**src/rtl/bsq_pkg.sv**
```systemverilog
// ----------------------------------------------------------------------------
// bsq_pkg
// Shared types and codes for the buzzer service queue.
// ----------------------------------------------------------------------------
package bsq_pkg;

  localparam int NUM_BUZZERS = 256;
  localparam int ID_W        = 8;
  localparam int CNT_W       = 9;
  localparam int SLOTS       = 4;

  localparam logic [1:0] OP_GIVE  = 2'd0;
  localparam logic [1:0] OP_SEAT  = 2'd1;
  localparam logic [1:0] OP_KICK  = 2'd2;
  localparam logic [1:0] OP_BRIBE = 2'd3;

  localparam logic [2:0] ST_OK     = 3'd0;
  localparam logic [2:0] ST_EMPTY  = 3'd1;
  localparam logic [2:0] ST_RANGE  = 3'd2;
  localparam logic [2:0] ST_ABSENT = 3'd3;
  localparam logic [2:0] ST_FULL   = 3'd4;

  // One entry of the link memory.
  typedef struct packed {
    logic [ID_W-1:0] prev;
    logic [ID_W-1:0] next;
  } link_t;

  // One pending link write, with separate enables for the two halves.
  typedef struct packed {
    logic            wr_prev;
    logic            wr_next;
    logic [ID_W-1:0] addr;
    link_t           data;
  } wr_slot_t;

endpackage

```
**src/rtl/bsq_link_ram.sv**
```systemverilog
// ----------------------------------------------------------------------------
// bsq_link_ram
// Link memory with one read port (registered data) and one write port with
// separate enables for the prev and next halves.
// ----------------------------------------------------------------------------
module bsq_link_ram (
  input  logic                     clk,
  input  logic [bsq_pkg::ID_W-1:0] rd_addr,
  output bsq_pkg::link_t           rd_data,
  input  bsq_pkg::wr_slot_t        wr
);

  bsq_pkg::link_t mem [bsq_pkg::NUM_BUZZERS];

  always_ff @(posedge clk) begin
    rd_data <= mem[rd_addr];
    if (wr.wr_prev) begin
      mem[wr.addr].prev <= wr.data.prev;
    end
    if (wr.wr_next) begin
      mem[wr.addr].next <= wr.data.next;
    end
  end

endmodule

```
**config.mk**
```make
export PLATFORM = sky130hd
export DESIGN_NAME = bsq_link_ram
export DESIGN_NICKNAME = d
export VERILOG_FILES = /design/src/rtl/bsq_pkg.sv /design/src/rtl/bsq_link_ram.sv
export SDC_FILE = /design/constraint.sdc
export NUM_CORES = 2
export LEC_CHECK = 0
export ABC_AREA = 1
export BUFFER_PORTS_ARGS = -buffer_cell sky130_fd_sc_hd__buf_4
export CAP_MARGIN = 10
export CORE_MARGIN = 2
export CORE_UTILIZATION = 47
export DETAILED_ROUTE_END_ITERATION = 6
export PLACE_DENSITY_LB_ADDON = 0.25
export REMOVE_ABC_BUFFERS = 1
export SETUP_SLACK_MARGIN = 0.1
export SKIP_LAST_GASP = 1
export SYNTH_ARGS = -nofsm -noshare
export SYNTH_HDL_FRONTEND = slang
export SYNTH_SLANG_ARGS = --single-unit
```
**constraint.sdc**
```tcl
create_clock -name clk -period 2.2 [get_ports clk]
set_input_delay 0.44 -clock clk [delete_from_list [all_inputs] [get_ports clk]]
set_output_delay 0.44 -clock clk [all_outputs]
set_load 0.02 [all_outputs]
```
; Yosys cells after proc, flatten, opt, wreduce, memory -nomap -nowiden
; Memory sizes are Yosys's and may differ from the RTL's. A register that Yosys moved wholly into a read port is not among the register bits.
; Cells that the tools add are included.
[word_totals]
memories = 1
output_inout_bits = 16
elab_cells = 5
ramBits = 4096
reg_bits = 0
[classes]
mux = 4
[mem_list]
columns = memory, depth, width, rd, rd_clocked_by_memory_dff, write_ports, line_no
row1 = mem, 256, 16, 1, 1, 1, bsq_link_ram.sv:13  ; bsq_pkg::link_t mem [bsq_pkg::NUM_BUZZERS];
[op_table]
columns = cell, count
row1 = $mux W1, 4

; Depth between registers and ports, before layout
[logic_depth]
ltp_word = 2
depth_mapped = 15

; Least setup slack after synthesis
; Ideal clock, no wire load.
[synth_timing]
kind = input to register
start = input wr[18] in the netlist's numbering
end = memory mem[100][0] in the netlist's numbering, enable pin
path_buffers = 1
path_stages = 5
t_required_ns = 1.817
setup_slack_ns = 0.194
setup_time_ns = 0.383
arrival_time_ns = 1.622
path_cell_list = inv_1 > nor2_1 > nand2_1 > clkbuf_1 > nor3_1
[synth_lines]
columns = element, line_no
row1 = "start, declared", bsq_link_ram.sv:10  ; input bsq_pkg::wr_slot_t wr
row2 = "end, declared", bsq_link_ram.sv:13
; Straight into the memory's write port.

==> insert_results.sql <==
INSERT INTO impl_metrics (metric_group, metric, value, unit) VALUES
('placement', 'place_hpwl', '305', 'mm'),
('finish', 'num-nets-final', '14900', ''),
('yosys', 'postSynth.asyncResetShare', '0', '%'),
('clock_network', 'worst_skew_pair.late_latency', '0.98', 'ns'),
('worst_setup_path', 'cp_data_arrival_time', '2.97', 'ns'),
('yosys', 'ys_seq_area_share', '73.6', '%'),
('sta', 'achievable_frequency', '477', 'MHz'),
('global_routing', 'grt_antenna_before_repair', '20', ''),
('yosys', 'yosys_warnings', '0', ''),
('hold_path', 'worstHoldPathType', 'input pin to register', ''),
('yosys', 'area_fraction_in_and_or_nand_and_nor_cells_after_synthesis', '23.0', '%'),
('sta', 'worst-slew-pin-transition', '0.640', 'ns'),
('floorplanning', 'die-area', '0.361', 'mm^2'),
('detailed_routing', 'detailedRoute.firstPassIterationCount', '7', ''),
('worst_setup_path', 'crit_type', 'input pin to register', ''),
('run_status', 'violations', 'DRC', ''),
('job', 'cap_violations', '0', ''),
('yosys', 'synth_xor_area_share', '0', '%'),
('floorplanning', 'floorplan.io_pins', '51', ''),
('sta', 'timing_max_transition_violations_final', '0', ''),
('global_routing', 'grt_resource_usage_total', '26.3', '%'),
('detailed_routing', 'via_count_of_the_routed_design', '114000', ''),
('yosys', 'synthAdderAreaFrac', '0', '%'),
('global_routing', 'grt.overflow.total', '0', ''),
('global_routing', 'grt_pass1_wl', '715', 'mm'),
('detailed_routing', 'wire_per_inst', '24.3', 'um'),
('pwr', 'power.density_cell_area', '846', 'mW/mm^2'),
('yosys', 'ys.flop_type', 'edfxtp_1', ''),
('sta', 'period_needed', '2.10', 'ns'),
('yosys', 'synth_mux_area_share', '0', '%'),
('sta', 'final.setup.tns', '0', 'ns'),
('floorplanning', 'starting_density', '47.1', '%'),
('clock_network', 'cts_sinks', '4112', ''),
('clock_network', 'htree_num_levels', '5', ''),
('sta', 'whs', '0.194', 'ns'),
('floorplanning', 'core', '0.355', 'mm^2'),
('run_status', 'outcome', 'finished, violations left', ''),
('yosys', 'post_synthesis_instance_area', '0.167', 'mm^2'),
('yosys', 'synth-compound-area-share', '0', '%'),
('detailed_routing', 'routed_wirelength', '485', 'mm'),
('floorplanning', 'chip_height', '601', 'um'),
('detailed_routing', 'first_iter_violations', '14300', ''),
('yosys', 'number_of_enable_type_register_cells_in_the_synthesized_netlist', '4096', ''),
('yosys', 'synth_top_area_share', '73.4', '%'),
('pwr', 'peakVddDrop', '0.759', 'mV'),
('yosys', 'synth.most_common_cell', 'nand2_1', ''),
('yosys', 'yosys.cell_types.count', '16', ''),
('yosys', 'number_of_cells_produced_by_synthesis', '14000', ''),
('detailed_routing', 'number_of_vias_per_cell', '5.70', ''),
('floorplanning', 'die_w', '601', 'um'),
('yosys', 'ys_ff_latch', '4112', ''),
('global_routing', 'grt_pass1_vias', '109000', ''),
('sta', 'fin_worst_skew', '0.0497', 'ns'),
('yosys', 'post-synth-top-area-cell', 'edfxtp_1', ''),
('finish', 'final_util', '55.6', '%'),
('yosys', 'yosys-top-cells-area', 'edfxtp_1 (73%), nand3_1 (12%), nand2_1 (9.4%), nor3_1 (1.5%), buf_2 (1.4%)', ''),
('yosys', 'postSynthAreaPerCell', '12.0', 'um^2'),
('detailed_routing', 'drc', '1', ''),
('finish', 'areaGrowthSynthToFinish', '18.0', '%'),
('worst_setup_path', 'critPathMaxFanout', '46', ''),
('placement', 'gp_routability_congestion', '0.902', ''),
('placement', 'port_buffers', '50', ''),
('worst_setup_path', 'setup.worst_path.start_class', 'input pin', ''),
('global_routing', 'grt_start_max_net_pins', '96', ''),
('clock_network', 'clk_root_buffer_cell', 'clkbuf_16', ''),
('clock_network', 'cts_clk_pin_slew_worst_paths', '0.06', 'ns'),
('finish', 'post_route_cells_drive_above_1_share', '14.3', '%'),
('sta', 'final.period_utilization', '95.3', '%'),
('detailed_routing', 'detail-route-antenna-nets', '0', ''),
('clock_network', 'tritoncts_buffers', '405', ''),
('sta', 'slew_headroom', '57.3', '%');
==> critical path, stage by stage <==
cell and delay, ns:
buf_16 0.14, inv_16 0.22, buf_12 0.18, buf_12 0.17, buf_12 0.24, buf_12 0.18, nand2_1 0.05, nand3_1 0.08
nand3_1 0.08, nand3_1 0.08, nand3_1 0.13, nand3_1 0.21, nand3_1 0.33, nand2_1 0.16, nand2_1 0.06, nand2_1 0.07
==> sequential cells by signal, summed over array words and instances, names as in the netlist <==
name and flops:
mem 4096, rd_data 16
==> layout by cell type, fill, tap and decap left out <==
| master | count |
|---|---|
| dfxtp_4 | 1 |
| buf_6 | 1 |
| nand3_1 | 4027 |
| buf_4 | 1211 |
| buf_16 | 1 |
| clkinvlp_4 | 16 |
| nand3_4 | 1 |
| clkbuf_16 | 418 |
| nand2_2 | 16 |
| dlygate4sd3_1 | 17 |
| dfxtp_1 | 9 |
| inv_8 | 5 |
| nand2_4 | 16 |
| clkinv_1 | 95 |
| edfxtp_1 | 4096 |
| dfxtp_2 | 6 |
| inv_1 | 13 |
| nand3_2 | 4 |
| nor3_1 | 512 |
| nor2_1 | 12 |
| nand2_1 | 4180 |
| clkinv_8 | 3 |
| inv_6 | 5 |
| bufinv_16 | 41 |
| diode_2 | 4 |
| clkbuf_1 | 86 |
| clkbuf_8 | 2 |
| buf_12 | 340 |
| buf_8 | 19 |
| clkinv_2 | 75 |
| inv_16 | 2 |
==> cells by family (layout without fill, tap and decap cells) <==
family / Yosys count / after routing
AND/OR/NAND/NOR: 8768 / 8768
other: 0 / 4
flip-flops: 4112 / 4112
buffers and inverters: 1077 / 2350
==> timing repair <==
item	in CTS	in global routing
gates resized for setup	9	5
hold buffers	17	0
endpoints found under the setup margin	8	5
endpoints found under the hold margin	463	0
==> final cells by class <==
cell class | instances | area, um^2 | share of cell area, %
flip-flops and latches | 4112 | 123000 | 62.4
multi-input cells | 8768 | 38800 | 19.6
repair buffers | 1589 | 16400 | 8.30
clock buffers | 506 | 10800 | 5.47
well taps | 4751 | 5940 | 3.01
clock inverters | 233 | 2180 | 1.10
inverters | 22 | 143 | 0.0722
diodes | 4 | 10.0 | 0.00507
==> power by group <==
part           switching [mW]  internal (mW)
registers               0.112           86.3
clock network            29.2           39.5
logic                    8.34           3.72
==> metal layers <==
layer	GRT usage [%]	wire length (um)	up-vias	share of wire [%]
li1	-	-	52000	-
met1	37.4	200000	55900	41
met4	8.24	16000	2	3.3
met5	0	10	-	0.0021
met3	3.85	41900	785	8.6
met2	42.0	228000	5152	47
==> worst paths after layout <==
kind | start | to | slack [ns] | cells past startpoint
max | rd_addr[0] | rd_data[8] | 0.10 | 16
min | rd_addr[6] | rd_data[15] | 0.19 | 6
max reg2reg | mem[103][8] | rd_data[8] | 0.12 | 10
min reg2reg | mem[186][13] | rd_data[13] | 0.98 | 10
==> metrics by stage <==
stage	instance area (um^2)	setup WS, ns	std cells
2_1_floorplan	162000	-8.59	12900
3_3_place_gp	184000	-0.956	19200
3_5_place_dp	184000	-0.957	19200
4_1_cts	198000	0.0702	20000
5_1_grt	198000	0.0713	20000
6_report	198000	0.102	20000
Power figures use the tool's default switching activity.
